File: src/design/storage_io_load_and_speed_monitor_defines.svh
// Assertion macros shared by the storage I/O monitor modules.
// Depends on nothing; included by files that carry assertions.
`ifndef STORAGE_IO_LOAD_AND_SPEED_MONITOR_DEFINES_SVH
`define STORAGE_IO_LOAD_AND_SPEED_MONITOR_DEFINES_SVH
// Implication checked on every clock edge outside reset.
`define SIOM_ASSERT(lbl, clk, rstn, prop, msg) \
    lbl: assert property (@(posedge clk) disable iff (!rstn) (prop)) else $error(msg);
// Implication checked also during reset.
`define SIOM_ASSERT_ALWAYS(lbl, clk, prop, msg) \
    lbl: assert property (@(posedge clk) (prop)) else $error(msg);
`endif

File: src/design/siom_pkg.sv
// Package of the storage I/O monitor: widths, constants, shared structs.
// Depends on nothing.
`timescale 1ns / 1ps
package siom_pkg;
    localparam int BYTE_SUM_WIDTH = 32;
    localparam int BUSY_SUM_WIDTH = 64;
    localparam int DIV_W = 64;
    localparam int DIV_CNT_W = $clog2(DIV_W + 1);
    localparam logic [6:0] PCT_SCALE = 7'd100;
    localparam logic [19:0] NS_PER_MS = 20'd1000000;

    // Division by 100 is a shift by 2 and a division by 25; division by 10^6 is a
    // shift by 6 and a division by 15625. The odd parts use reciprocals scaled by 2^36.
    localparam logic [13:0] PCT_DIV_ODD = 14'd25;
    localparam logic [13:0] MS_DIV_ODD = 14'd15625;
    localparam logic [31:0] PCT_RECIP = 32'd2748779070;
    localparam logic [31:0] MS_RECIP = 32'd4398047;
    localparam int RECIP_SHIFT = 36;
    localparam logic [3:0] CDIV_DIGITS = 4'd8;

    localparam logic [1:0] CFG_WINDOW_NS = 2'd0;
    localparam logic [1:0] CFG_BUSY_PERCENT = 2'd1;
    localparam logic [1:0] CFG_LOW_SPEED_RATE = 2'd2;
    localparam logic [1:0] CFG_MAX_REPORTS = 2'd3;

    // Snapshot of the window sums handed from the front to the back part with each item.
    typedef struct packed {
        logic                      closed;
        logic [63:0]               elapsed;
        logic [BUSY_SUM_WIDTH-1:0] wr_busy;
        logic [BUSY_SUM_WIDTH-1:0] rd_busy;
        logic [BYTE_SUM_WIDTH-1:0] wr_bytes;
        logic [BYTE_SUM_WIDTH-1:0] rd_bytes;
        logic [15:0]               tally;
        logic                      clear_rep;
    } win_job_t;

    typedef struct packed {
        logic        window_closed;
        logic        low_load;
        logic [6:0]  total_load_pct;
        logic [6:0]  write_load_pct;
        logic [31:0] write_rate;
        logic        write_rate_valid;
        logic [31:0] read_rate;
        logic        read_rate_valid;
        logic [15:0] request_total;
        logic        slow_write_report;
    } result_t;
endpackage

File: src/design/siom_queue.sv
// Two-entry queue carrying window jobs from the front to the back part.
// Depends on siom_pkg and the assertion macro header.
`timescale 1ns / 1ps
`include "storage_io_load_and_speed_monitor_defines.svh"
module siom_queue import siom_pkg::*; (
    input  logic     aclk,
    input  logic     aresetn,
    input  logic     wr_valid,
    output logic     wr_ready,
    input  win_job_t wr_data,
    output logic     rd_valid,
    input  logic     rd_ready,
    output win_job_t rd_data
);
    win_job_t mem_reg [2];
    logic wp_reg, rp_reg;
    logic [1:0] cnt_reg;
    logic push, pop;

    assign wr_ready = (cnt_reg != 2'd2);
    assign rd_valid = (cnt_reg != 2'd0);
    assign rd_data  = mem_reg[rp_reg];
    assign push = wr_valid && wr_ready;
    assign pop  = rd_valid && rd_ready;

    always_ff @(posedge aclk) begin
        if (push) mem_reg[wp_reg] <= wr_data;
    end

    always_ff @(posedge aclk) begin
        if (!aresetn) begin
            wp_reg <= 1'b0;
            rp_reg <= 1'b0;
            cnt_reg <= 2'd0;
        end else begin
            if (push) wp_reg <= ~wp_reg;
            if (pop) rp_reg <= ~rp_reg;
            cnt_reg <= cnt_reg + {1'b0, push} - {1'b0, pop};
        end
    end

    `SIOM_ASSERT(a_cnt_range, aclk, aresetn, cnt_reg != 2'd3, "queue count out of range")
    `SIOM_ASSERT(a_full_ptrs, aclk, aresetn, (cnt_reg == 2'd2) |-> (wp_reg == rp_reg),
        "full queue pointers differ")
    `SIOM_ASSERT(a_empty_ptrs, aclk, aresetn, (cnt_reg == 2'd0) |-> (wp_reg == rp_reg),
        "empty queue pointers differ")
endmodule

File: config.mk
export PLATFORM = sky130hd
export DESIGN_NAME = siom_queue
export DESIGN_NICKNAME = d
export VERILOG_FILES = /design/src/design/siom_pkg.sv /design/src/design/siom_queue.sv
export VERILOG_INCLUDE_DIRS = /design/src /design/src/design
export SDC_FILE = /design/constraint.sdc
export NUM_CORES = 1
export LEC_CHECK = 0
export CORE_AREA = 2 2 216 218
export DETAILED_ROUTE_END_ITERATION = 7
export DIE_AREA = 0 0 218 220
export DONT_BUFFER_PORTS = 1
export GPL_TIMING_DRIVEN = 0
export SYNTH_ARGS = -nofsm -noshare
export SYNTH_HDL_FRONTEND = slang
export SYNTH_SLANG_ARGS = --single-unit
File: constraint.sdc
create_clock -name aclk -period 20.6 [get_ports aclk]
set_input_delay 2.06 -clock aclk [delete_from_list [all_inputs] [get_ports aclk]]
set_output_delay 2.06 -clock aclk [all_outputs]
set_load 0.03 [all_outputs]
==> metrics.md, run 1 <==
| Metric | Value |
|---|---|
| TritonCTS clock tree | done |
| Vias post-DR | approximately 8,300 |
| Nets | approximately 1,200 |
| Syn_area_per_cell | roughly 23 sq um |
| WP data required | between 15,000 and 20,000 ps |
| CP max FO | 10 |
| Clk_skew | 6.294 ps |
| Fin crit period | 4065 ps |
| Area Overhead vs Synth | 13.90% |
| Outcome | finished clean |
| Initial drt markers | approximately 460 |
| DRC viols | 0 |
| Largest family of logic cells by synthesized area | multiplexers |
| Share of post-route cells with drive strength above 1 | 0.3994 |
| CTS Hold Bufs | 0 |
| CP startpoint kind | flop |
| Adder-cell share of the synthesized area | 0.001245 |
| Skew-Pair Late Insertion Delay | 580 ps |
| Die height | 220 um |
| Largest net degree at the start of global routing | 65 |
| Arrival time worst endpoint | ~2000 ps |
| Leakage | approximately 7.4 nW |
| WL final | just over 40,000 um |
| Gr usage total | 0.1635 |
| RSZ-0062 raised after global routing | false |
| Setup repair bufs after CTS | 0 |
| Diodes inserted | 0 |
| Crit end category | output pin |
| Number of gates resized after CTS | 0 |
| VDD IR max | roughly 0.09 mV |
| Max Freq | 246.0 MHz |
| PortBufs | 0 |
| Worst-Margin Slew | 448.4 ps |
| Ys Warns | 0 |
| Clock transition at path regs | ~60 ps |
| First-pass GRT wire length | roughly 56,000 um |
| WL/cell | 25.98 um |
| DP HPWL | 29,780 um |
| #FFs+latches synth | around 550 |
| Placeable Area | around 46,000 sq um |
| Compound-Gate Fraction of Synth Area | 0.0003734 |
| # rows | 79 |
| Crit-path cells | buf_6 -> buf_6 -> mux2_2 |
| XOR/XNOR Fraction of Synth Area | 0.001307 |
| H-Tree Depth | 2 |
| Crit path largest cell delay | around 500 ps |
| Vias in the first global route | between 8,000 and 9,000 |
| Synth Area in Simple Gates | 0.003049 |
| DRT Pass-1 Iters | 4 |
| Largest register FFs | between 500 and 600 |
| Die Area | about 48,000 sq um |
| Crit path kind | reg -> out |
| Cts bufs inserted | between 50 and 60 |
| Post-Synthesis Cells | about 900 |
| CTS sink cnt | about 550 |
| Syn nets | 1,156 |
| IO Pins | around 550 |
| Crit-path most repeated cell | buf_6 |
| FILL cells | between 3,000 and 4,000 |
| Initial Utilization | 0.4384 |
| Netlist cell types | 17 |
| Placed inst area | about 21,000 sq um |
| Post-route clock period utilization | 0.1973 |
| Die X | roughly 220 um |
| TNS Setup | 0 ps |
| GRT Residual Overflow | 0 |
| Cells after DPL | roughly 1,500 |
| Cell Count, Final, Fillers Out | between 1,500 and 2,000 |
| Clock root buffer | clkbuf_16 |
| Via/cell ratio | slightly above 5 |
| RePlAce Congestion | just under 0.8 |
| Final slew viol count | 0 |
| Sequential share of the synthesized area | 0.8234 |
| Final Hold Vio Count | 0 |
| Final instance area | between 20,000 and 25,000 sq um |
| Slowest CP cell | dfxtp_1 |
| Post-synthesis mux area share | 0.1540 |
| Initial antenna violation count | 1 |
| Max-cap viol count | 0 |
| Post-Synthesis Cell Area | around 20,000 sq um |
| Hold crit path type | reg -> reg |
| Rel. slew slack | 0.7011 |
| P per Cell Area | ~140 nW/um^2 |
| CTS max path bufs | 3 |
| Final setup vio count | 0 |
| Final antenna-violating net count | 0 |
cell families after synthesis:
family                     after synthesis
DFF                                    553
and+or+nand+nor                         11
xor gates and xnor gates                 3
buffers and inverters                   31
AOI/OAI and AO/OA                        1
adders and majority gates                2
muxes                                  275
through the flow:
step,setup slack (ps),util,hold slack [ps],total power [mW]
6_report,16540,0.4993,528.8,3.241
4_1_cts,16450,0.4993,527.1,3.287
3_3_place_gp,-370.2,0.4550,474.9,2.422
5_1_grt,16440,0.4993,563.4,3.362
3_5_place_dp,16510,0.4626,518.4,2.350
2_1_floorplan,6174,-,454.9,2.233
per-layer routing:
| layer | up-vias | track usage | part of all wire |
|---|---|---|---|
| met3 | 73 | 0.1067 | 0.14 |
| met5 | - | 0 | 0.00031 |
| met2 | 382 | 0.2794 | 0.51 |
| li1 | 3640 | - | - |
| met1 | 4163 | 0.1585 | 0.32 |
| met4 | 2 | 0.05624 | 0.027 |
report_power, final:
group	internal [mW]	leakage (nW)	total (mW)	switching, mW
logic	0.251	1.39	0.871	0.620
registers	1.41	5.16	1.44	0.0286
clock network	0.541	0.826	0.931	0.390
total	2.20	7.38	3.24	1.04
path summary, 6_finish.rpt:
kind,to,slack [ps],depth (start not counted),start
setup / recovery,rd_data[39],16540,3,flop
hold / removal,wp_reg,530,2,wp_reg
setup reg to reg,mem_reg[0][165],17730,8,cnt_reg[0]
hold reg to reg,wp_reg,530,2,wp_reg
layout make-up:
type | instances | area (sq um) | share of cell area
tap | 607 | 759.5 | 0.03316
clock buffer | 72 | 1483 | 0.06474
buffer | 30 | 331.6 | 0.01448
clock inverter | 26 | 202.7 | 0.008850
timing repair buffer | 15 | 337.8 | 0.01475
sequential | 553 | 16560 | 0.7229
inverter | 1 | 3.754 | 0.0001639
multi-input combinational | 292 | 3228 | 0.1410
critical path: cells and delay by family, from the launching register on:
kind                   cells  cell delay [ps]
DFF                        1              490
buffers and inverters      2              470
muxes                      1              460
cells in the final DEF, fill, tap and decap left out, drive strengths merged:
| cell | n |
|---|---|
| bufinv | 3 |
| nor2 | 1 |
| buf | 45 |
| o21a | 1 |
| nand2 | 2 |
| edfxtp | 548 |
| and2 | 2 |
| mux2i | 1 |
| inv | 2 |
| clkinvlp | 1 |
| dfxtp | 5 |
| nor2b | 2 |
| mux2 | 274 |
| nand2b | 2 |
| xnor2 | 3 |
| and3 | 1 |
| clkbuf | 72 |
| clkinv | 21 |
| or2 | 1 |
| ha | 2 |
cells in the mapped netlist:
cell type | instances | area share
edfxtp_1 | 548 | 0.82
mux2_2 | 274 | 0.15
buf_6 | 29 | 0.016
dfxtp_1 | 5 | 0.0050
xnor2_1 | 3 | 0.0013
and2_1 | 2 | 0.00062
ha_1 | 2 | 0.0012
nand2_1 | 2 | 0.00037
nand2b_1 | 2 | 0.00062
nor2b_1 | 2 | 0.00062
and3_1 | 1 | 0.00031
buf_2 | 1 | 0.00025
inv_1 | 1 | 0.00019
mux2i_1 | 1 | 0.00050
nor2_1 | 1 | 0.00019
o21a_1 | 1 | 0.00037
or2_2 | 1 | 0.00031
No activity file was read; power rests on OpenSTA's default activity.
==> run 2, diff against run 1 <==
==> constraint.sdc (replaced) <==
create_clock -name aclk -period 3.4 [get_ports aclk]
set_input_delay 0.34 -clock aclk [delete_from_list [all_inputs] [get_ports aclk]]
set_output_delay 0.34 -clock aclk [all_outputs]
set_load 0.03 [all_outputs]
==> metrics.md, run 2 (same netlist as run 1, synthesis figures left out) <==
| Metric | Value |
|---|---|
| Reg-to-reg startpoint | cnt_reg[0] (unchanged) |
| Setup repair bufs after CTS | 0 (unchanged) |
| Fin crit period | ~2400 ps |
| Nets | 1,502 (was 1,227) |
| WL final | 43,590 um (was 41,470 um) |
| Final Hold Vio Count | 0 (unchanged) |
| First-pass GRT wire length | 61,550 um (was 56,380 um) |
| Vias post-DR | 9,555 (was 8,260) |
| Share of post-route cells with drive strength above 1 | 0.3130 (was 0.3994) |
| Cts bufs inserted | 54 (unchanged) |
| Area Overhead vs Synth | 27.64% (was 13.90%) |
| IO Pins | 554 (unchanged) |
| Levels on crit path | 8 (was 3) |
| Number of gates resized after CTS | 0 (unchanged) |
| Cell Int Power | 13.57 mW (was 2.203 mW) |
| CTS sink cnt | 553 (unchanged) |
| RePlAce Congestion | 0.7659 (was 0.7707) |
| TritonCTS clock tree | done (unchanged) |
| Die height | 220 um (unchanged) |
| Crit path largest cell delay | 350 ps (was 490 ps) |
| Skew-Pair Late Insertion Delay | 580 ps (about the same) |
| Switching power | 6.473 mW (was 1.038 mW) |
| Initial drt markers | 543 (was 464) |
| Via/cell ratio | 5.101 (was 5.175) |
| Initial antenna violation count | 2 (was 1) |
| Cell family with most CP delay | buffers and inverters (was flip-flops) |
| R2r setup slk | 1040 ps (was 17,730 ps) |
| Sw Share | 0.3230 (was 0.3203) |
| CTS max path bufs | 3 (unchanged) |
| DRC viols | 0 (unchanged) |
| Bufs and invs on worst path | 5 (was 2) |
| Clock root buffer | clkbuf_16 (unchanged) |
| Area of the multi-input gates | 3243 sq um (was 3228 sq um) |
| Crit-path most repeated cell | buf_12 (was buf_6) |
| TNS Setup | 0 ps (unchanged) |
| Clk_skew | 18.76 ps (was 6.294 ps) |
| CP startpoint kind | flop (unchanged) |
| # rows | 79 (unchanged) |
| Cell Count, Final, Fillers Out | 1,873 (was 1,596) |
| DRT Pass-1 Iters | 4 (unchanged) |
| CTS Hold Bufs | 276 (was 0) |
| FILL cells | 3,453 (was 3,703) |
| Leakage | 8.516 nW (was 7.381 nW) |
| Crit end category | flop (was output pin) |
| Hold crit path type | in -> reg (was reg -> reg) |
| Crit-path cells | nand2b_4 -> nand2_4 -> nor2_4 -> buf_12 -> buf_12 -> buf_12 -> buf_16 -> buf_12 (was buf_6 -> buf_6 -> mux2_2) |
| Worst-Margin Slew | 396.2 ps (was 448.4 ps) |
| Clk pwr share | 0.284 (was 0.287) |
| VDD IR max | 0.5307 mV (was 0.09031 mV) |
| DP HPWL | 29,770 um (was 29,780 um) |
| Pre-CTS setup slack | 1036 ps (was 16,510 ps) |
| Outcome | finished clean (unchanged) |
| Final antenna-violating net count | 0 (unchanged) |
| Die Area | 47,960 sq um (unchanged) |
| Final worst slack | 1043 ps (was 16,540 ps) |
| Largest register FFs | 548 (unchanged) |
| Comb power frac | 0.280 (was 0.269) |
| Max Freq | between 400 and 500 MHz |
| WL/cell | 23.27 um (was 25.98 um) |
| Post-route clock period utilization | 0.6932 |
| Placeable Area | 45,860 sq um (unchanged) |
| Die X | 218 um (unchanged) |
| Worst R2R End | mem_reg[0][235] (was mem_reg[0][165]) |
| Most common cell after layout, fill and taps aside | edfxtp_1 (unchanged) |
| H-Tree Depth | 2 (unchanged) |
| Final slew viol count | 0 (unchanged) |
| Rel. slew slack | 0.7358 (was 0.7011) |
| GRT Residual Overflow | 0 (unchanged) |
| Vias in the first global route | 10,053 (was 8,373) |
| Initial Utilization | 0.4384 (unchanged) |
| Arrival time worst endpoint | 2630 ps (was 2000 ps) |
| FF/Latch Area | 16,560 sq um (about the same) |
| Max-cap viol count | 0 (unchanged) |
| Hold Slack | 127.0 ps (was 528.8 ps) |
| R2R depth | 8 (unchanged) |
| Clock transition at path regs | 60 ps (about the same) |
| PortBufs | 0 (unchanged) |
| P per Cell Area | 781.0 nW/um^2 (was 141.5 nW/um^2) |
| Crit path kind | reg -> reg (was reg -> out) |
| Worst setup path end | mem_reg[0][235] (was rd_data[39]) |
| Largest net degree at the start of global routing | 67 (was 65) |
| Slowest CP cell | dfxtp_2 (was dfxtp_1) |
| CP max FO | 31 (was 10) |
| Final setup vio count | 0 (unchanged) |
| Sequential power share | 0.435 (was 0.444) |
| Cells after DPL | 1,497 (was 1,498) |
| WP data required | 3670 ps (was 18,540 ps) |
| Critical path origin | cnt_reg[0] |
| Gr usage total | 0.1735 (was 0.1635) |
| Most frequent cells in the layout | 548 x edfxtp_1, 276 x dlygate4sd3_1, 274 x mux2_2 (was 548 x edfxtp_1, 274 x mux2_2, 57 x clkbuf_16) |
| RSZ-0062 raised after global routing | false (unchanged) |
[run 2: how the worst min path moves through the flow]
stage,startpoint,end,slack (ps),cells past startpoint
global route,rd_ready,rp_reg,150,3
detailed placement,wr_data[65],mem_reg[1][65],440,0
floorplan,wr_data[0],mem_reg[0][0],440,0
finish,rd_ready,rp_reg,130,3
global placement,wr_data[251],mem_reg[0][251],440,0
CTS,rd_ready,rp_reg,90,3
[run 2: area by class of cell]
type | count | share of cell area
tap | 607 | 0.02959
multi-input combinational | 292 | 0.1264
antenna | 1 | 0.00009751
inverter | 1 | 0.0001463
clock buffer | 74 | 0.05641
timing repair buffer | 290 | 0.1200
buffer | 30 | 0.01292
sequential | 553 | 0.6452
clock inverter | 25 | 0.009263
[run 2: tightest hold or removal path, cell delays in order]
cell,delay [ps]
o21a_1,140
xnor2_1,90
nor2b_1,100
[run 2: metrics by stage]
step,util,cell area (sq um),power [mW]
5_1_grt,0.5596,25660,20.78
3_5_place_dp,0.4625,21210,14.25
6_report,0.5596,25660,20.04
4_1_cts,0.5595,25660,20.27
3_3_place_gp,0.4555,20890,14.26
2_1_floorplan,-,20130,13.27
[run 2: power groups by stage]
stage / Sequential, mW / Combinational [mW] / Clock (mW)
detailed placement: 8.88 / 5.37 / 0
CTS: 8.73 / 5.70 / 5.83
floorplan: 8.96 / 4.31 / 0
global placement: 9.08 / 5.17 / 0
global route: 8.80 / 5.85 / 6.13
finish: 8.73 / 5.62 / 5.69
[run 2: layer usage]
metal  wire [um]  global-route usage  vias up
met2       22910              0.3073      389
li1            -                   -     4196
met4        1193             0.05828        2
met3        3774             0.06253       76
met1       15700              0.1935     4892
met5          14                   0        -
