File: config.mk
export PLATFORM = sky130hd
export DESIGN_NAME = siom_front
export DESIGN_NICKNAME = d
export VERILOG_FILES = /design/src/design/storage_io_load_and_speed_monitor_defines.svh /design/src/design/siom_pkg.sv /design/src/design/siom_front.sv
export SDC_FILE = /design/constraint.sdc
export NUM_CORES = 1
export LEC_CHECK = 0
export BUFFER_PORTS_ARGS = -buffer_cell sky130_fd_sc_hd__buf_2
export CORE_ASPECT_RATIO = 0.9
export CORE_MARGIN = 4
export CORE_UTILIZATION = 51
export DETAILED_ROUTE_END_ITERATION = 8
export PLACE_DENSITY = 0.75
export SLEW_MARGIN = 40
export SYNTH_ARGS = -nofsm -noshare
export SYNTH_HDL_FRONTEND = slang
export SYNTH_SLANG_ARGS = --single-unit
export TNS_END_PERCENT = 50
File: constraint.sdc
create_clock -name aclk -period 10.07 [get_ports aclk]
set_clock_uncertainty 0.05 [all_clocks]
set_input_delay 1.5105 -clock aclk [delete_from_list [all_inputs] [get_ports aclk]]
set_output_delay 1.5105 -clock aclk [all_outputs]
set_load 0.03 [all_outputs]
File: src/design/storage_io_load_and_speed_monitor_defines.svh
// Assertion macros shared by the storage I/O monitor modules.
// Depends on nothing; included by files that carry assertions.
`ifndef STORAGE_IO_LOAD_AND_SPEED_MONITOR_DEFINES_SVH
`define STORAGE_IO_LOAD_AND_SPEED_MONITOR_DEFINES_SVH
// Implication checked on every clock edge outside reset.
`define SIOM_ASSERT(lbl, clk, rstn, prop, msg) \
    lbl: assert property (@(posedge clk) disable iff (!rstn) (prop)) else $error(msg);
// Implication checked also during reset.
`define SIOM_ASSERT_ALWAYS(lbl, clk, prop, msg) \
    lbl: assert property (@(posedge clk) (prop)) else $error(msg);
`endif

File: src/design/siom_pkg.sv
// Package of the storage I/O monitor: widths, constants, shared structs.
// Depends on nothing.
`timescale 1ns / 1ps
package siom_pkg;
    localparam int BYTE_SUM_WIDTH = 32;
    localparam int BUSY_SUM_WIDTH = 64;
    localparam int DIV_W = 64;
    localparam int DIV_CNT_W = $clog2(DIV_W + 1);
    localparam logic [6:0] PCT_SCALE = 7'd100;
    localparam logic [19:0] NS_PER_MS = 20'd1000000;

    // Division by 100 is a shift by 2 and a division by 25; division by 10^6 is a
    // shift by 6 and a division by 15625. The odd parts use reciprocals scaled by 2^36.
    localparam logic [13:0] PCT_DIV_ODD = 14'd25;
    localparam logic [13:0] MS_DIV_ODD = 14'd15625;
    localparam logic [31:0] PCT_RECIP = 32'd2748779070;
    localparam logic [31:0] MS_RECIP = 32'd4398047;
    localparam int RECIP_SHIFT = 36;
    localparam logic [3:0] CDIV_DIGITS = 4'd8;

    localparam logic [1:0] CFG_WINDOW_NS = 2'd0;
    localparam logic [1:0] CFG_BUSY_PERCENT = 2'd1;
    localparam logic [1:0] CFG_LOW_SPEED_RATE = 2'd2;
    localparam logic [1:0] CFG_MAX_REPORTS = 2'd3;

    // Snapshot of the window sums handed from the front to the back part with each item.
    typedef struct packed {
        logic                      closed;
        logic [63:0]               elapsed;
        logic [BUSY_SUM_WIDTH-1:0] wr_busy;
        logic [BUSY_SUM_WIDTH-1:0] rd_busy;
        logic [BYTE_SUM_WIDTH-1:0] wr_bytes;
        logic [BYTE_SUM_WIDTH-1:0] rd_bytes;
        logic [15:0]               tally;
        logic                      clear_rep;
    } win_job_t;

    typedef struct packed {
        logic        window_closed;
        logic        low_load;
        logic [6:0]  total_load_pct;
        logic [6:0]  write_load_pct;
        logic [31:0] write_rate;
        logic        write_rate_valid;
        logic [31:0] read_rate;
        logic        read_rate_valid;
        logic [15:0] request_total;
        logic        slow_write_report;
    } result_t;
endpackage

File: src/design/siom_front.sv
// Front part: keeps the window sums and decides per item whether a window closes.
// Depends on siom_pkg.
`timescale 1ns / 1ps
module siom_front import siom_pkg::*; (
    input  logic        aclk,
    input  logic        aresetn,
    input  logic        in_valid,
    output logic        in_ready,
    input  logic [63:0] start_time,
    input  logic [31:0] busy_ns,
    input  logic        has_request,
    input  logic        is_write,
    input  logic [23:0] byte_count,
    input  logic        clear_reports,
    input  logic [39:0] window_ns,
    output logic        job_valid,
    input  logic        job_ready,
    output win_job_t    job
);
    logic [63:0] win_start_reg;
    logic [BUSY_SUM_WIDTH-1:0] wr_busy_reg, rd_busy_reg;
    logic [BYTE_SUM_WIDTH-1:0] wr_bytes_reg, rd_bytes_reg;
    logic [15:0] tally_reg;

    logic [63:0] start_eff, elapsed;
    logic closing, take;
    logic [BUSY_SUM_WIDTH-1:0] wb_base, rb_base;
    logic [BYTE_SUM_WIDTH-1:0] wy_base, ry_base;
    logic [15:0] t_base;
    logic [BUSY_SUM_WIDTH:0] busy_sum;
    logic [BYTE_SUM_WIDTH:0] byte_sum;
    logic [BUSY_SUM_WIDTH-1:0] add_busy_base;
    logic [BYTE_SUM_WIDTH-1:0] add_byte_base;

    assign in_ready  = job_ready;
    assign job_valid = in_valid;
    assign take      = in_valid && job_ready;

    always_comb begin
        start_eff = (win_start_reg == 64'd0) ? start_time : win_start_reg;
        elapsed   = start_time - start_eff;
        closing   = (elapsed >= {24'd0, window_ns});
        job.closed    = closing;
        job.elapsed   = elapsed;
        job.wr_busy   = wr_busy_reg;
        job.rd_busy   = rd_busy_reg;
        job.wr_bytes  = wr_bytes_reg;
        job.rd_bytes  = rd_bytes_reg;
        job.tally     = tally_reg;
        job.clear_rep = clear_reports;
        wb_base = closing ? '0 : wr_busy_reg;
        rb_base = closing ? '0 : rd_busy_reg;
        wy_base = closing ? '0 : wr_bytes_reg;
        ry_base = closing ? '0 : rd_bytes_reg;
        t_base  = closing ? '0 : tally_reg;
        add_busy_base = is_write ? wb_base : rb_base;
        add_byte_base = is_write ? wy_base : ry_base;
        busy_sum = {1'b0, add_busy_base} + {{(BUSY_SUM_WIDTH-31){1'b0}}, busy_ns};
        byte_sum = {1'b0, add_byte_base} + {{(BYTE_SUM_WIDTH-23){1'b0}}, byte_count};
    end

    always_ff @(posedge aclk) begin
        if (!aresetn) begin
            win_start_reg <= '0;
            wr_busy_reg <= '0;
            rd_busy_reg <= '0;
            wr_bytes_reg <= '0;
            rd_bytes_reg <= '0;
            tally_reg <= '0;
        end else if (take) begin
            win_start_reg <= closing ? start_time : start_eff;
            wr_busy_reg  <= wb_base;
            rd_busy_reg  <= rb_base;
            wr_bytes_reg <= wy_base;
            rd_bytes_reg <= ry_base;
            tally_reg    <= t_base;
            if (has_request) begin
                // Sums saturate at their full width.
                if (is_write) begin
                    wr_busy_reg  <= busy_sum[BUSY_SUM_WIDTH] ? '1 :
                                    busy_sum[BUSY_SUM_WIDTH-1:0];
                    wr_bytes_reg <= byte_sum[BYTE_SUM_WIDTH] ? '1 :
                                    byte_sum[BYTE_SUM_WIDTH-1:0];
                end else begin
                    rd_busy_reg  <= busy_sum[BUSY_SUM_WIDTH] ? '1 :
                                    busy_sum[BUSY_SUM_WIDTH-1:0];
                    rd_bytes_reg <= byte_sum[BYTE_SUM_WIDTH] ? '1 :
                                    byte_sum[BYTE_SUM_WIDTH-1:0];
                end
                tally_reg <= (t_base == 16'hFFFF) ? t_base : t_base + 16'd1;
            end
        end
    end
endmodule

==> results of run 1 <==
[where the power goes]
| group | switching, mW | internal [mW] |
|---|---|---|
| registers | 0.0177 | 1.10 |
| clock network | 0.491 | 0.721 |
| logic | 0.647 | 0.456 |
[critical path, delay by kind of cell (launching register included)]
family,cells,cell delay [ns]
AND/OR/NAND/NOR,13,2.93
adder cells (fa/ha/maj),5,1.40
flip-flops,1,0.32
XOR/XNOR,1,0.23
AO/OA/AOI/OAI,22,3.60
buffers and inverters,9,1.30
[logic make-up (layout without fill, tap and decap cells)]
group / after synthesis / after routing
AO/OA/AOI/OAI: 922 / 922
XOR/XNOR: 119 / 119
adder cells (fa/ha/maj): 161 / 161
buffers and inverters: 253 / 1032
flip-flops: 272 / 272
multiplexers: 96 / 96
other: 0 / 8
AND/OR/NAND/NOR: 849 / 849
[final cells by class]
cell class / count / area [um^2] / area share
timing repair buffer: 883 / 5790 / 0.203
multi-input combinational: 2147 / 15200 / 0.532
sequential: 272 / 5450 / 0.191
inverter: 94 / 353 / 0.0124
antenna: 8 / 20.0 / 0.000701
clock buffer: 40 / 890 / 0.0312
tap: 532 / 666 / 0.0233
clock inverter: 15 / 196 / 0.00688
[metal layers]
metal	up-vias	GRT usage	routed length (um)
li1	11300	-	-
met1	11600	0.463	34300
met2	1163	0.545	37400
met3	191	0.0660	7910
met4	0	0.116	3150
met5	-	0	0
[metrics by stage]
| stage | cells | utilization |
|---|---|---|
| floorplan | 2672 | - |
| global placement | 3878 | 0.656 |
| detailed placement | 3878 | 0.656 |
| CTS | 3952 | 0.692 |
| global route | 3991 | 0.717 |
| finish | 3991 | 0.717 |
[worst min-delay path by stage]
stage | from | end | slack (ns)
6_report | rd_bytes_reg[7] | rd_bytes_reg[7] | 0.41
5_1_grt | rd_busy_reg[6] | rd_busy_reg[6] | 0.44
4_1_cts | rd_bytes_reg[7] | rd_bytes_reg[7] | 0.41
3_5_place_dp | rd_bytes_reg[7] | rd_bytes_reg[7] | 0.40
3_3_place_gp | rd_bytes_reg[18] | rd_bytes_reg[18] | 0.40
2_1_floorplan | win_start_reg[36] | win_start_reg[36] | 0.41
[Yosys cell counts (43+ instances only)]
library cell / number / area (um^2)
a21o_1: 115 / 863
a21oi_1: 275 / 1380
a22o_1: 89 / 780
clkbuf_1: 118 / 443
dfxtp_1: 272 / 5450
ha_1: 157 / 1960
inv_1: 94 / 353
mux2i_1: 87 / 871
nand2_1: 225 / 845
nand3_1: 77 / 385
nand4_1: 47 / 294
nor2_1: 216 / 811
nor3_1: 52 / 260
o21a_1: 43 / 323
o21ai_0: 133 / 666
o2bb2ai_1: 45 / 394
xnor2_1: 67 / 587
xor2_1: 52 / 455
[repair_timing]
item / in CTS / in global routing
resized for setup: 35 / 185
pin swaps: 31 / 71
cloned: 2 / 3
buffers inserted: 18 / 30
setup endpoints to repair: 192 / 192
==> impl_metrics.py, run 1 <==
metrics = {
    "global_route": {
        "antenna_found_initial": 8,
        "grt_usage": 0.341,
        "grt_pass1_vias": 22600,
        "grt_max_degree": 65,
        "grt-ovfl-total": 0,
        "grt_pass1_wl_um": 122000,
    },
    "power": {
        "leakage_nw": 13.0,
        "ir_worst_vdd_mv": 0.139,
        "power_mw": 3.43,
        "power_density_nw_per_um2": 120,
    },
    "synthesis": {
        "synthAdderAreaFrac": 0.0978,
        "ys_seq_area_frac": 0.263,
        "ys.flop_type": "dfxtp_1",
        "synthesis.nets": 2998,
        "syn_area_um2": 20700,
        "synth_async_sr_flop_share": 0,
        "muxShareOfSynthArea": 0.0470,
        "synth_xor_xnor_area_share": 0.0504,
        "synth_edf_count": 0,
        "ys_types": 81,
        "syn-instance-count": 2672,
        "synth_top_family_by_area": "compound AO/OA/AOI/OAI gates",
        "synth_warnings": 0,
        "synth-compound-area-share": 0.294,
        "synthSimpleGateAreaFrac": 0.199,
        "syn_area_per_cell_um2": 7.75,
        "ys_ff_latch": 272,
    },
    "sta": {
        "min_period_ns": 9.95,
        "rsz0062_at_grt": "yes",
        "fin_setup_tns_ns": 0,
        "finalSetupViolCount": 0,
        "max_freq_mhz": 101,
        "fin_crit_sh": 0.988,
        "tightest_slew_ns": 0.865,
        "timing.final.hold_violations": 0,
        "hold_slack_ns": 0.411,
        "drv_slew": 0,
        "slew_headroom": 0.417,
        "finalWorstSetupSlack_ns": 0.124,
    },
    "critical_path": {
        "crit_path_start_kind": "flop",
        "r2r-end": "wr_busy_reg[63]",
        "slowest_delay_ns": 0.44,
        "cp-endpoint": "wr_busy_reg[63]",
        "crit_required_ns": 10.54,
        "critPathKind": "reg -> reg",
        "worstPathArrival_ns": 10.42,
        "crit_path_frequent_cell": "buf_6",
        "startpoint": "win_start_reg[55]",
        "slowest_stage": "or3_4",
        "r2r_cells": 50,
        "end_kind": "flop",
        "critPathMaxFanout": 7,
        "r2r-start": "win_start_reg[55]",
        "r2r_slack_ns": 0.12,
    },
    "floorplanning": {
        "start_util": 0.520,
        "num_rows": 69,
        "die_h_um": 199,
        "die_width_um": 220,
        "core-area_um2": 39800,
        "top_level_ports": 443,
        "dieArea_um2": 43900,
    },
    "detailed_routing": {
        "wirelength_um": 82700,
        "ant_nets": 0,
        "wl_per_cell_um": 20.7,
        "viasPerCell": 6.09,
        "drc": 0,
        "vias": 24300,
        "drt_iter0_markers": 2272,
        "firstDrtPassIters": 6,
    },
    "job": {
        "max_cap_viol_count": 0,
    },
    "place": {
        "place.gp.congestion": 0.979,
        "placed_area_um2": 26100,
        "dp_hpwl_um": 60500,
        "io_buffers": 440,
        "preCtsSetupSlack_ns": -0.590,
    },
    "clock_tree": {
        "cts_tree": "built",
        "numCtsBuffers": 31,
        "cts_hold_buf": 0,
        "clock_path_buffers": 3,
        "clk_pin_slew_ns": 0.06,
        "clk_latency_ns": 0.60,
        "clockRootBuffer": "clkbuf_16",
        "htree_levels": 1,
        "cts_sinks": 272,
    },
    "layout": {
        "layout.nets": 3755,
        "final_area_um2": 28500,
        "layout_common_cells": "439 x buf_2, 412 x buf_4, 269 x dfxtp_1",
        "n_fill_cell": 3182,
        "drive_gt1_frac": 0.324,
        "syn_to_final_growth_pct": 37.9,
        "final_common_cell": "buf_2",
    },
    "min_path": {
        "hold_class": "reg -> reg",
        "min_path_cells": 2,
    },
    "run_status": {
        "status": "completed",
    },
}
No activity file was read; power rests on OpenSTA's default activity.
==> run 2, diff against run 1 <==
==> constraint.sdc (replaced) <==
create_clock -name aclk -period 10.07 [get_ports aclk]
set_clock_uncertainty 0.05 [all_clocks]
set_input_delay 0.5035 -clock aclk [delete_from_list [all_inputs] [get_ports aclk]]
set_output_delay 0.5035 -clock aclk [all_outputs]
set_load 0.03 [all_outputs]
==> run 2 against run 1 <==
Effect of this change: utilization down 3.1 points; via count is 2.6% lower; worst setup slack worse by 0.064 ns; design area decreased by 4.3%; global-route usage decreased by 0.36 points; register-to-register slack worse by 0.06 ns; clock-buffer cell count grew 1; sequential share of layout area increased by 0.86 points; total power decreased by 4.7%; clock power fell by 7%; critical path depth is the same; sequential power barely moved; largest cell class unchanged; largest power group is now registers; highest routed layer unchanged.
==> impl_metrics.py, run 2 (synthesized netlist as in run 1, its figures left out) <==
metrics = {
    "run_status": {
        "status": "completed",
    },
    "sta": {
        "drv_slew": 0,
        "max_freq_mhz": 99.9,
        "fin_crit_sh": 0.994,
        "tightest_slew_ns": 0.847,
        "finalSetupViolCount": 0,
        "timing.final.hold_violations": 0,
        "slew_headroom": 0.434,
        "min_period_ns": 10.01,
        "rsz0062_at_grt": "yes",
    },
    "detailed_routing": {
        "wl_per_cell_um": 21.5,
        "ant_nets": 0,
        "vias": 23700,
        "drt_iter0_markers": 2113,
        "firstDrtPassIters": 9,
        "drc": 0,
        "wirelength_um": 82500,
        "viasPerCell": 6.16,
    },
    "global_route": {
        "grt_usage": 0.337,
        "grt_pass1_vias": 21900,
        "grt_util_met3": 0.0626,
        "grt_pass1_wl_um": 120000,
        "gr-usage-met2": 0.527,
        "grt_busiest_layer": "met2",
        "antenna_found_initial": 4,
        "grt_max_degree": 65,
        "grtUsageMet1": 0.464,
        "grt-ovfl-total": 0,
    },
    "floorplanning": {
        "die_width_um": 220,
        "dieArea_um2": 43900,
        "top_level_ports": 443,
        "die_h_um": 199,
        "num_rows": 69,
        "core-area_um2": 39800,
        "start_util": 0.520,
    },
    "place": {
        "dp_hpwl_um": 60800,
        "io_buffers": 440,
        "place.gp.congestion": 0.967,
        "placedCellCount": 3739,
        "placed_area_um2": 25100,
    },
    "power": {
        "leakage_nw": 12.3,
        "combPwrFrac": 0.317,
        "switchingPower_mw": 1.14,
        "power_density_nw_per_um2": 120,
        "power_mw": 3.27,
        "p_sw_frac": 0.347,
        "clkPwrFrac": 0.342,
        "seqPwrFrac": 0.342,
        "ir_worst_vdd_mv": 0.171,
        "p_int_mw": 2.13,
    },
    "clock_tree": {
        "cts_hold_buf": 0,
        "numCtsBuffers": 31,
        "clk_pin_slew_ns": 0.07,
        "cts_sinks": 272,
        "clockRootBuffer": "clkbuf_16",
        "htree_levels": 1,
        "clk_latency_ns": 0.59,
        "cts_tree": "built",
        "clock_path_buffers": 3,
    },
    "layout": {
        "layout_common_cells": "439 x buf_2, 269 x dfxtp_1, 268 x buf_4",
        "syn_to_final_growth_pct": 32.0,
        "drive_gt1_frac": 0.291,
        "final_common_cell": "buf_2",
        "final_util": 0.687,
        "final_area_um2": 27300,
        "layout.nets": 3609,
        "stdcell_count": 3844,
    },
    "critical_path": {
        "critPathMaxFanout": 7,
        "slowest_delay_ns": 0.51,
        "crit_required_ns": 10.52,
        "worstPathArrival_ns": 10.46,
        "critPathKind": "reg -> reg",
        "slowest_stage": "or3_4",
        "crit_path_start_kind": "flop",
        "end_kind": "flop",
    },
    "job": {
        "max_cap_viol_count": 0,
    },
    "min_path": {
        "hold_class": "in -> reg",
    },
}
==> run 2: cell count changes in the layout (fill, tap and decap cells not counted), moves of 4 or more <==
cell       previous run  this run
clkbuf_1              1         8
buf_4               412       268
o21ai_0              98       113
buf_6                15        10
clkinv_2              4         8
clkbuf_8              8         2
clkbuf_16            33        38
o21ai_1              58        49
==> run 2: worst paths after layout <==
kind                                         from                end  slack [ns]  depth (start not counted)
worst max-delay path            win_start_reg[42]    rd_busy_reg[22]        0.06                         50
worst min-delay path               start_time[40]  win_start_reg[40]        0.11                          2
worst max register to register  win_start_reg[42]    rd_busy_reg[22]        0.06                         50
worst min register to register   rd_bytes_reg[18]   rd_bytes_reg[18]        0.42                          2
==> run 2: cell type report <==
class / instances / area [um^2]
Multi-Input combinational cell: 2148 / 15100
Fill cell: 3366 / 12500
Sequential cell: 272 / 5450
Timing Repair Buffer: 736 / 4740
Clock buffer: 41 / 833
Tap cell: 532 / 666
Inverter: 94 / 353
Clock inverter: 16 / 149
Antenna cell: 5 / 12.5
==> run 2: stage by stage <==
step	setup WS, ns	hold slack, ns	setup TNS, ns
floorplan	-0.000814	0.412	-0.000814
global placement	-0.332	0.400	-31.39
detailed placement	-0.630	0.409	-79.33
CTS	0.00226	0.0922	0
global route	-0.406	0.110	-47.61
finish	0.0608	0.113	0
==> run 2: routing by layer <==
metal / vias to the layer above / routed length [um]
li1: 11100 / -
met1: 11200 / 34700
met2: 1167 / 36500
met3: 229 / 7820
met4: 0 / 3460
met5: - / 0
==> run 2: power by group through the flow <==
stage          sequential [mW]  clock, mW  combinational [mW]
5_1_grt                   1.12       1.17                1.11
6_report                  1.12       1.12                1.03
3_3_place_gp              1.14          0               0.964
2_1_floorplan             1.15          0               0.586
4_1_cts                   1.12       1.12               0.988
3_5_place_dp              1.14          0               0.978
==> run 2: repair_timing <==
action                                  4_1_cts  5_1_grt
cloned                                        1       11
pin swaps                                    13       86
setup buffers                                 4       28
endpoints found under the setup margin      192      192
gates resized for setup                      29      148
==> run 2: critical path: cells and delay by family (launching register included) <==
kind	cells	cell delay (ns)
AOI/OAI and AO/OA	23	3.75
adders and majority gates	5	1.40
buffers and inverters	8	1.26
and+or+nand+nor	13	2.83
DFF	1	0.36
xor gates and xnor gates	1	0.23
