===== src/design/storage_io_load_and_speed_monitor_defines.svh =====
// Assertion macros shared by the storage I/O monitor modules.
// Depends on nothing; included by files that carry assertions.
`ifndef STORAGE_IO_LOAD_AND_SPEED_MONITOR_DEFINES_SVH
`define STORAGE_IO_LOAD_AND_SPEED_MONITOR_DEFINES_SVH
// Implication checked on every clock edge outside reset.
`define SIOM_ASSERT(lbl, clk, rstn, prop, msg) \
    lbl: assert property (@(posedge clk) disable iff (!rstn) (prop)) else $error(msg);
// Implication checked also during reset.
`define SIOM_ASSERT_ALWAYS(lbl, clk, prop, msg) \
    lbl: assert property (@(posedge clk) (prop)) else $error(msg);
`endif


===== src/design/siom_pkg.sv =====
// Package of the storage I/O monitor: widths, constants, shared structs.
// Depends on nothing.
`timescale 1ns / 1ps
package siom_pkg;
    localparam int BYTE_SUM_WIDTH = 32;
    localparam int BUSY_SUM_WIDTH = 64;
    localparam int DIV_W = 64;
    localparam int DIV_CNT_W = $clog2(DIV_W + 1);
    localparam logic [6:0] PCT_SCALE = 7'd100;
    localparam logic [19:0] NS_PER_MS = 20'd1000000;

    // Division by 100 is a shift by 2 and a division by 25; division by 10^6 is a
    // shift by 6 and a division by 15625. The odd parts use reciprocals scaled by 2^36.
    localparam logic [13:0] PCT_DIV_ODD = 14'd25;
    localparam logic [13:0] MS_DIV_ODD = 14'd15625;
    localparam logic [31:0] PCT_RECIP = 32'd2748779070;
    localparam logic [31:0] MS_RECIP = 32'd4398047;
    localparam int RECIP_SHIFT = 36;
    localparam logic [3:0] CDIV_DIGITS = 4'd8;

    localparam logic [1:0] CFG_WINDOW_NS = 2'd0;
    localparam logic [1:0] CFG_BUSY_PERCENT = 2'd1;
    localparam logic [1:0] CFG_LOW_SPEED_RATE = 2'd2;
    localparam logic [1:0] CFG_MAX_REPORTS = 2'd3;

    // Snapshot of the window sums handed from the front to the back part with each item.
    typedef struct packed {
        logic                      closed;
        logic [63:0]               elapsed;
        logic [BUSY_SUM_WIDTH-1:0] wr_busy;
        logic [BUSY_SUM_WIDTH-1:0] rd_busy;
        logic [BYTE_SUM_WIDTH-1:0] wr_bytes;
        logic [BYTE_SUM_WIDTH-1:0] rd_bytes;
        logic [15:0]               tally;
        logic                      clear_rep;
    } win_job_t;

    typedef struct packed {
        logic        window_closed;
        logic        low_load;
        logic [6:0]  total_load_pct;
        logic [6:0]  write_load_pct;
        logic [31:0] write_rate;
        logic        write_rate_valid;
        logic [31:0] read_rate;
        logic        read_rate_valid;
        logic [15:0] request_total;
        logic        slow_write_report;
    } result_t;
endpackage


===== src/design/siom_divider.sv =====
// Shared restoring divider, one quotient bit per cycle over 64 bits, and a
// constant divider by 100 or 10^6 that works one byte at a time.
// Depends on siom_pkg.
`timescale 1ns / 1ps
module siom_divider import siom_pkg::*; (
    input  logic             aclk,
    input  logic             aresetn,
    input  logic             start,
    input  logic [DIV_W-1:0] dividend,
    input  logic [DIV_W-1:0] divisor,
    output logic             done,
    output logic [DIV_W-1:0] quotient
);
    logic [DIV_W-1:0] q_reg, r_reg, d_reg;
    logic [DIV_CNT_W-1:0] cnt_reg;
    logic busy_reg;
    logic [DIV_W:0] trial;

    assign trial = {r_reg, q_reg[DIV_W-1]} - {1'b0, d_reg};
    assign quotient = q_reg;
    assign done = busy_reg && (cnt_reg == '0);

    always_ff @(posedge aclk) begin
        if (!aresetn) begin
            busy_reg <= 1'b0;
            cnt_reg <= '0;
        end else if (start) begin
            busy_reg <= 1'b1;
            cnt_reg <= DIV_CNT_W'(DIV_W);
            q_reg <= dividend;
            r_reg <= '0;
            d_reg <= divisor;
        end else if (busy_reg) begin
            if (cnt_reg == '0) begin
                busy_reg <= 1'b0;
            end else begin
                cnt_reg <= cnt_reg - 1'b1;
                if (!trial[DIV_W]) begin
                    r_reg <= trial[DIV_W-1:0];
                    q_reg <= {q_reg[DIV_W-2:0], 1'b1};
                end else begin
                    r_reg <= {r_reg[DIV_W-2:0], q_reg[DIV_W-1]};
                    q_reg <= {q_reg[DIV_W-2:0], 1'b0};
                end
            end
        end
    end
endmodule

// The dividend is shifted right by 2 or 6 and then divided by 25 or 15625, one
// byte at a time from the top: a reciprocal multiply gives the quotient byte,
// and the next cycle takes the new remainder.
module siom_cdiv import siom_pkg::*; (
    input  logic             aclk,
    input  logic             aresetn,
    input  logic             start,
    input  logic             by_ms,
    input  logic [DIV_W-1:0] dividend,
    output logic             done,
    output logic [DIV_W-1:0] quotient
);
    logic [63:0] n_reg, q_reg;
    logic [13:0] r_reg, d_reg;
    logic [31:0] m_reg;
    logic [7:0]  qd_reg;
    logic [3:0]  cnt_reg;
    logic        phase_reg, busy_reg;
    logic [21:0] x;
    logic [53:0] prod;
    logic [21:0] back_prod;

    assign x = {r_reg, n_reg[63:56]};
    assign prod = {32'd0, x} * {22'd0, m_reg};
    assign back_prod = {14'd0, qd_reg} * {8'd0, d_reg};
    assign done = busy_reg && (cnt_reg == 4'd0);
    assign quotient = q_reg;

    always_ff @(posedge aclk) begin
        if (!aresetn) begin
            busy_reg <= 1'b0;
            cnt_reg <= 4'd0;
            phase_reg <= 1'b0;
        end else if (start) begin
            busy_reg <= 1'b1;
            cnt_reg <= CDIV_DIGITS;
            phase_reg <= 1'b0;
            n_reg <= by_ms ? {6'd0, dividend[63:6]} : {2'd0, dividend[63:2]};
            d_reg <= by_ms ? MS_DIV_ODD : PCT_DIV_ODD;
            m_reg <= by_ms ? MS_RECIP : PCT_RECIP;
            r_reg <= '0;
            q_reg <= '0;
        end else if (busy_reg) begin
            if (cnt_reg == 4'd0) begin
                busy_reg <= 1'b0;
            end else if (!phase_reg) begin
                // The remainder stays below the divisor, so the byte quotient fits 8 bits.
                qd_reg <= prod[RECIP_SHIFT+7:RECIP_SHIFT];
                phase_reg <= 1'b1;
            end else begin
                r_reg <= x[13:0] - back_prod[13:0];
                q_reg <= {q_reg[55:0], qd_reg};
                n_reg <= {n_reg[55:0], 8'd0};
                cnt_reg <= cnt_reg - 4'd1;
                phase_reg <= 1'b0;
            end
        end
    end
endmodule


===== src/design/siom_back.sv =====
// Back part: turns a closed window into percentages, rates and the slow report.
// Depends on siom_pkg, siom_divider and the assertion macro header.
`timescale 1ns / 1ps
`include "storage_io_load_and_speed_monitor_defines.svh"
module siom_back import siom_pkg::*; (
    input  logic        aclk,
    input  logic        aresetn,
    input  logic        job_valid,
    output logic        job_ready,
    input  win_job_t    job,
    input  logic [6:0]  busy_percent,
    input  logic [19:0] low_speed_rate,
    input  logic [7:0]  max_reports,
    output logic        res_valid,
    input  logic        res_ready,
    output result_t     res
);
    localparam logic [3:0] ST_IDLE  = 4'd0;
    localparam logic [3:0] ST_PDIV  = 4'd1;
    localparam logic [3:0] ST_TPCT  = 4'd2;
    localparam logic [3:0] ST_WPCT  = 4'd3;
    localparam logic [3:0] ST_WMS   = 4'd4;
    localparam logic [3:0] ST_WRATE = 4'd5;
    localparam logic [3:0] ST_RMS   = 4'd6;
    localparam logic [3:0] ST_RRATE = 4'd7;
    localparam logic [3:0] ST_OUT   = 4'd8;
    localparam logic [3:0] ST_WAIT  = 4'd9;

    logic [3:0] state_reg;
    win_job_t job_reg;
    result_t res_reg;
    logic [63:0] usage_reg, pdiv_reg, wms_reg, rms_reg;
    logic low_reg, slow_streak_reg, out_valid_reg;
    logic [7:0] reports_reg;
    logic launched_reg;

    logic div_start, div_done;
    logic [63:0] div_a, div_b, div_q;
    logic cdiv_state, by_ms, gdiv_start, cdiv_start, gdiv_done, cdiv_done;
    logic [63:0] gdiv_q, cdiv_q;
    logic [64:0] usage_full;
    logic [70:0] usage_x100;
    logic [6:0] q_cap;
    logic [31:0] r_cap;
    logic [7:0] reports_eff;

    siom_divider u_div (
        .aclk(aclk), .aresetn(aresetn), .start(gdiv_start),
        .dividend(div_a), .divisor(div_b), .done(gdiv_done), .quotient(gdiv_q)
    );

    siom_cdiv u_cdiv (
        .aclk(aclk), .aresetn(aresetn), .start(cdiv_start), .by_ms(by_ms),
        .dividend(div_a), .done(cdiv_done), .quotient(cdiv_q)
    );

    // Divisions by 100 and by 10^6 go to the constant divider.
    assign cdiv_state = (state_reg == ST_PDIV) || (state_reg == ST_WMS) ||
                        (state_reg == ST_RMS);
    assign by_ms = (state_reg != ST_PDIV);
    assign gdiv_start = div_start && !cdiv_state;
    assign cdiv_start = div_start && cdiv_state;
    assign div_done = cdiv_state ? cdiv_done : gdiv_done;
    assign div_q = cdiv_state ? cdiv_q : gdiv_q;

    assign job_ready = (state_reg == ST_IDLE) && !out_valid_reg;
    assign res_valid = out_valid_reg;
    assign res = res_reg;

    always_comb begin
        usage_full = {1'b0, job.wr_busy} + {1'b0, job.rd_busy};
        usage_x100 = {7'd0, usage_reg} * {64'd0, PCT_SCALE};
        q_cap = (div_q > 64'd100) ? 7'd100 : div_q[6:0];
        r_cap = (div_q[63:32] != 32'd0) ? 32'hFFFF_FFFF : div_q[31:0];
        reports_eff = job_reg.clear_rep ? 8'd0 : reports_reg;
        div_a = 64'd0;
        div_b = 64'd1;
        case (state_reg)
            ST_PDIV:  begin div_a = job_reg.elapsed; div_b = 64'd1; end
            ST_TPCT:  begin div_a = usage_reg; div_b = pdiv_reg; end
            ST_WPCT:  begin div_a = job_reg.wr_busy; div_b = pdiv_reg; end
            ST_WMS:   begin div_a = job_reg.wr_busy; div_b = 64'd1; end
            ST_WRATE: begin div_a = {32'd0, job_reg.wr_bytes}; div_b = wms_reg; end
            ST_RMS:   begin div_a = job_reg.rd_busy; div_b = 64'd1; end
            ST_RRATE: begin div_a = {32'd0, job_reg.rd_bytes}; div_b = rms_reg; end
            default:  begin div_a = 64'd0; div_b = 64'd1; end
        endcase
        div_start = !launched_reg && (state_reg != ST_IDLE) && (state_reg != ST_OUT)
                    && (state_reg != ST_WAIT);
    end

    always_ff @(posedge aclk) begin
        if (!aresetn) begin
            state_reg <= ST_IDLE;
            out_valid_reg <= 1'b0;
            slow_streak_reg <= 1'b0;
            reports_reg <= 8'd0;
            launched_reg <= 1'b0;
        end else begin
            if (res_valid && res_ready) out_valid_reg <= 1'b0;
            launched_reg <= div_start ? 1'b1 : (div_done ? 1'b0 : launched_reg);
            case (state_reg)
                ST_IDLE: begin
                    if (job_valid && job_ready) begin
                        job_reg <= job;
                        res_reg <= '0;
                        usage_reg <= usage_full[64] ? '1 : usage_full[63:0];
                        state_reg <= job.closed ? ST_WAIT : ST_OUT;
                    end
                end
                ST_WAIT: begin
                    // Low-load test needs usage*100 against elapsed; wide product registered.
                    low_reg <= (usage_x100[70:64] == 7'd0) &&
                               (job_reg.elapsed > usage_x100[63:0]);
                    res_reg.window_closed <= 1'b1;
                    res_reg.request_total <= job_reg.tally;
                    state_reg <= ST_PDIV;
                end
                ST_PDIV: if (div_done) begin
                    pdiv_reg <= (div_q == 64'd0) ? 64'd1 : div_q;
                    if (low_reg) begin
                        res_reg.low_load <= 1'b1;
                        state_reg <= ST_WMS;
                    end else begin
                        state_reg <= ST_TPCT;
                    end
                end
                ST_TPCT: if (div_done) begin
                    res_reg.total_load_pct <= q_cap;
                    state_reg <= ST_WPCT;
                end
                ST_WPCT: if (div_done) begin
                    res_reg.write_load_pct <= q_cap;
                    state_reg <= ST_WMS;
                end
                ST_WMS: if (div_done) begin
                    wms_reg <= div_q;
                    state_reg <= (div_q == 64'd0) ? ST_RMS : ST_WRATE;
                end
                ST_WRATE: if (div_done) begin
                    res_reg.write_rate <= r_cap;
                    res_reg.write_rate_valid <= 1'b1;
                    if ((res_reg.write_load_pct >= busy_percent) &&
                        (div_q < {44'd0, low_speed_rate})) begin
                        if (slow_streak_reg) begin
                            slow_streak_reg <= 1'b0;
                            if (reports_eff < max_reports) begin
                                reports_reg <= reports_eff + 8'd1;
                                res_reg.slow_write_report <= 1'b1;
                            end
                        end else begin
                            slow_streak_reg <= 1'b1;
                        end
                    end else begin
                        slow_streak_reg <= 1'b0;
                    end
                    state_reg <= ST_RMS;
                end
                ST_RMS: if (div_done) begin
                    rms_reg <= div_q;
                    state_reg <= (div_q == 64'd0) ? ST_OUT : ST_RRATE;
                end
                ST_RRATE: if (div_done) begin
                    res_reg.read_rate <= r_cap;
                    res_reg.read_rate_valid <= 1'b1;
                    state_reg <= ST_OUT;
                end
                ST_OUT: begin
                    // The clear flag acts even when no window closes.
                    if (job_reg.clear_rep && !res_reg.slow_write_report) reports_reg <= 8'd0;
                    out_valid_reg <= 1'b1;
                    state_reg <= ST_IDLE;
                end
                default: state_reg <= ST_IDLE;
            endcase
        end
    end

    `SIOM_ASSERT(a_no_overrun, aclk, aresetn,
        (state_reg == ST_OUT) |-> !out_valid_reg, "result overwritten before taken")
    `SIOM_ASSERT(a_rep_limit, aclk, aresetn,
        $rose(res_reg.slow_write_report) |-> (reports_reg <= max_reports),
        "report count above limit")
    `SIOM_ASSERT(a_pct_range, aclk, aresetn,
        res_valid |-> (res.total_load_pct <= 7'd100 && res.write_load_pct <= 7'd100),
        "percentage above 100")
endmodule


===== config.mk =====
export PLATFORM = sky130hd
export DESIGN_NAME = siom_back
export DESIGN_NICKNAME = d
export VERILOG_FILES = /design/src/design/siom_pkg.sv /design/src/design/siom_divider.sv /design/src/design/siom_back.sv
export VERILOG_INCLUDE_DIRS = /design/src /design/src/design
export SDC_FILE = /design/constraint.sdc
export NUM_CORES = 2
export LEC_CHECK = 0
export ABC_AREA = 1
export CAP_MARGIN = 30
export CELL_PAD_IN_SITES_DETAIL_PLACEMENT = 1
export CELL_PAD_IN_SITES_GLOBAL_PLACEMENT = 1
export CORE_MARGIN = 8
export CORE_UTILIZATION = 40
export DETAILED_ROUTE_END_ITERATION = 10
export DONT_BUFFER_PORTS = 1
export GPL_TIMING_DRIVEN = 0
export PLACE_DENSITY_LB_ADDON = 0.1
export RECOVER_POWER = 100
export SYNTH_ARGS = -nofsm -noshare
export SYNTH_HDL_FRONTEND = slang
export SYNTH_SLANG_ARGS = --single-unit

===== constraint.sdc =====
create_clock -name aclk -period 18 [get_ports aclk]
set_input_delay 1.8 -clock aclk [delete_from_list [all_inputs] [get_ports aclk]]
set_output_delay 1.8 -clock aclk [all_outputs]
set_load 0.01 [all_outputs]

==> flow_results.org <==
** Clocking
- After clock tree synthesis, the setup repair step added 0 buffers.
- CTS buffer count :: 112
- Clock buffer depth :: 3
- The H-tree was split into 3 levels.
- Post-CTS Resized :: 0
- Clock insertion delay at the later pin of the skew report :: 0.78 ns
- Clock-pin slew was measured on the worst setup and hold paths at around 0.07 ns.
- CTS placed an instance of clkbuf_16 at the clock tree root.
- CTS tree :: built
- Hold-fix buffers, CTS :: 0
- Clock sink count :: 1002

** Routing
- In this run, the number of DRC markers left after iteration 0 of detailed routing was approximately 3700.
- After detailed routing, the number of vias per cell comes to 5.25.
- The pre-antenna-repair detailed-routing pass consisted of 5 iterations.
- Number of nets still failing antenna checks after routing :: 0
- Mean routed wirelength per cell :: around 26 um
- Final WL :: 285000 um
- The routed layout has 57600 vias.
- Number of design rule violations left after detail routing :: 0

** Synthesis
- Proportion of synthesized area in mux cells :: 0
- Synthesized netlist cell count :: about 8000
- In this run the cell area of the synthesized design comes to 74200 um2.
- Synthesis inferred 1002 register bits.
- Main combinational cell family by area after synthesis :: adder cells
- Yosys printed 0 warnings.
- Post-synthesis adder-cell area fraction :: 0.233
- After synthesis, the most frequently instantiated cells are 1751 x inv_1, 1555 x nand2_1, 973 x edfxtp_1.
- Primary flip-flop cell chosen by synthesis mapping :: edfxtp_1
- Area share of the leading cell type in the synthesized netlist :: 0.394
- Counting flops with a built-in enable in the synthesized netlist gives 973.
- Nets in the synthesized netlist :: 9630
- Of the total synthesized cell area, the portion taken by AND, OR, NAND and NOR gates is 0.151.
- Synth top area cells :: edfxtp_1 39%, ha_1 12%, fa_1 11%, inv_1 8.9%, nand2_1 7.9%
- Of all flip-flops after synthesis, the portion carrying an async set or reset was 0.
- Distinct cells, synth :: between 60 and 70
- Cell with the most instances after synthesis :: inv_1
- The post-synthesis compound-gate area fraction came to 0.0937.
- A synthesized cell averages 9.06 um2.
- Yosys top cell by area :: edfxtp_1
- Of the total synthesized cell area, the portion taken by XOR and XNOR cells is 0.0211.
- Post-synthesis sequential area ratio :: 0.402

** STA
- The count of pins over their slew limit is around 650.
- Final setup fails :: 0
- Final Hold Vio Count :: 0
- Setup repair after global routing left no endpoint under its margin.
- For the finished layout, the period the worst path requires is 11.44 ns.
- The tightest hold path in the finished design has a slack of 0.467 ns.
- Worst setup skew after layout :: 0.0372 ns
- Actual slew at the worst max-slew pin :: 2.69 ns
- Period utilization :: 0.636
- Based on the critical path, the design can be clocked at up to 87.4 MHz.
- Final setup slack of the worst path :: 6.56 ns
- Setup total negative slack :: 0 ns
- The worst pin sits at a relative slew slack of -0.799.

** Floorplan
- Std cell rows :: 158
- The initial utilization of the core area, before any placement, comes to 0.401.
- Full die area :: 199000 um2
- In this run the count of I/O pins placed on the die edge is 414.
- In this run the vertical extent of the chip is between 400 and 500 um.
- Die X-Extent :: 447 um
- Area inside the core boundary :: roughly 180000 um2

** Power
- The design draws 13.7 mW.
- Leakage power figure :: 36.4 nW
- Maximum VDD drop :: 0.157 mV
- Cell area power density :: ~170 nW/um2

** Worst hold path
- Worst min-delay path class :: register to register
- The worst hold path passes through 2 cells.
- The startpoint identified for the worst hold timing path is u_cdiv.cnt_reg[0]$_SDFFE_PP0P_.
- For hold timing, the worst endpoint is u_cdiv.cnt_reg[0]$_SDFFE_PP0P_.

** Cells and area
- At the end of the flow, the number of nets in the layout was 9830.
- Final design utilization :: 0.441
- Layout Area Growth over Synthesis :: 9.93%
- Summing all flip-flop and latch instances after layout gives between 20000 and 30000 um2.
- The finished cells cover slightly above 80000 um2.
- Max FFs per register :: 273
- In the final layout, the share of cells above drive strength 1 is 0.0316.
- After the flow finishes, the layout carries non-filler instances totaling 11000.
- Area taken by multi-input logic gates :: 37000 um2
- Layout fillers :: between 20000 and 25000

** Global routing
- The first global-routing pass estimated a little over 400000 um of wire.
- Across every metal layer, demand over resource in global routing totals 0.281.
- The number of global-route vias before repair came to 62300.
- Aggregate global routing overflow :: 0
- The initial antenna violation count came to 23.
- Largest net degree at the start of global routing :: 39

** Status
- Violated checks :: max-capacitance violations, max-slew violations
- Result of the run :: complete, but fails checks

** Critical path
- STA classifies the critical path startpoint as a register.
- At the worst endpoint, the arrival time is 11.88 ns.
- The critical path in this run is classified as register to register.
- In this run the critical register-to-register path is launched from state_reg[2]$_SDFFE_PN0P_.
- The endpoint identified for the worst register-to-register timing path is job_reg[49]$_DFFE_PP_.
- Type of destination of the critical path :: register
- The setup check on the worst reg-to-reg path leaves a slack of 6.56 ns.
- Depth of the worst register-to-register path :: 14
- At the worst endpoint, the required time is between 15 and 20 ns.
- Worst-path maximum fanout :: 37

** Place
- At the end of routability-driven placement, the weighted congestion stood at just under 1.
- Placed cell areas :: between 70000 and 80000 um2
- Placed insts :: 10800
- The count of buffers added on input and output ports is 0.
- Once detailed placement completed, the half-perimeter wirelength came to 243000 um.
- Place WS :: 9.52 ns

** Run
- The tool flagged a number of max-cap violations equal to 27.
## cells in the final DEF (no fill, tap or decap), types with 74 or more instances in the layout
| cell | instances |
|---|---|
| a31oi_1 | 74 |
| nor2_1 | 714 |
| nand2_1 | 1559 |
| inv_1 | 1757 |
| edfxtp_1 | 973 |
| ha_1 | 705 |
| fa_1 | 424 |
| clkbuf_1 | 205 |
| xor2_1 | 108 |
| clkbuf_16 | 113 |
| o21ai_0 | 426 |
| a21oi_1 | 434 |
| nand3_1 | 291 |
## worst max-delay path, cell delays in order, from the launching register on
cell and delay (ns):
dfxtp_1 0.36, nor2_1 0.29, inv_1 0.15, nor2_1 0.52
inv_1 0.11, nor2_1 0.40, nand2_1 0.58, nor2_1 1.54
clkbuf_1 1.40, clkbuf_1 0.94, clkbuf_1 1.26, clkbuf_1 1.35
clkbuf_1 1.49, buf_12 0.32, buf_12 0.25
## per-layer routing
layer | part of all wire | GRT usage | vias to the layer above
met3 | 0.042 | 0.0398 | 431
met1 | 0.41 | 0.340 | 28900
met2 | 0.50 | 0.504 | 1240
met4 | 0.050 | 0.114 | 12
met5 | 0.00025 | 0 | -
li1 | - | - | 27100
## cells by family after synthesis
family	Yosys count
simple gates	2749
buf+inv	1927
compound gates	1203
fa+ha+maj	1129
flops	1002
xor+xnor	178
## where the power goes
group | total, mW | switching (mW) | internal [mW]
Clock | 2.35 | 1.01 | 1.34
Sequential | 3.32 | 0.199 | 3.12
Combinational | 8.00 | 5.46 | 2.53
## worst max-delay path by stage
| stage | start | end | slack, ns | cells past startpoint |
|---|---|---|---|---|
| after CTS | u_cdiv.m_reg[12]$_DFFE_PP_ | u_cdiv.qd_reg[5]$_DFFE_PP_ | 9.49 | 22 |
| after global routing | state_reg[2]$_SDFFE_PN0P_ | job_reg[49]$_DFFE_PP_ | 5.85 | 14 |
| after detailed placement | u_cdiv.m_reg[12]$_DFFE_PP_ | u_cdiv.qd_reg[5]$_DFFE_PP_ | 9.52 | 22 |
| final | state_reg[2]$_SDFFE_PN0P_ | job_reg[49]$_DFFE_PP_ | 6.56 | 14 |
| after floorplan | aresetn | job_reg[0]$_DFFE_PP_ | 0.92 | 3 |
| after global placement | state_reg[2]$_SDFFE_PN0P_ | job_reg[49]$_DFFE_PP_ | -5.62 | 7 |
## area by class of cell
cell class              count  area share
multi-input cells        5259       0.453
flip-flops and latches   1002       0.366
inverters                1770      0.0815
well taps                2480      0.0381
clock buffers             134      0.0358
clock inverters            77     0.00981
repair buffers             86     0.00830
plain buffers             157     0.00738
diodes                     11    0.000338
(Power assumes the default switching activity.)
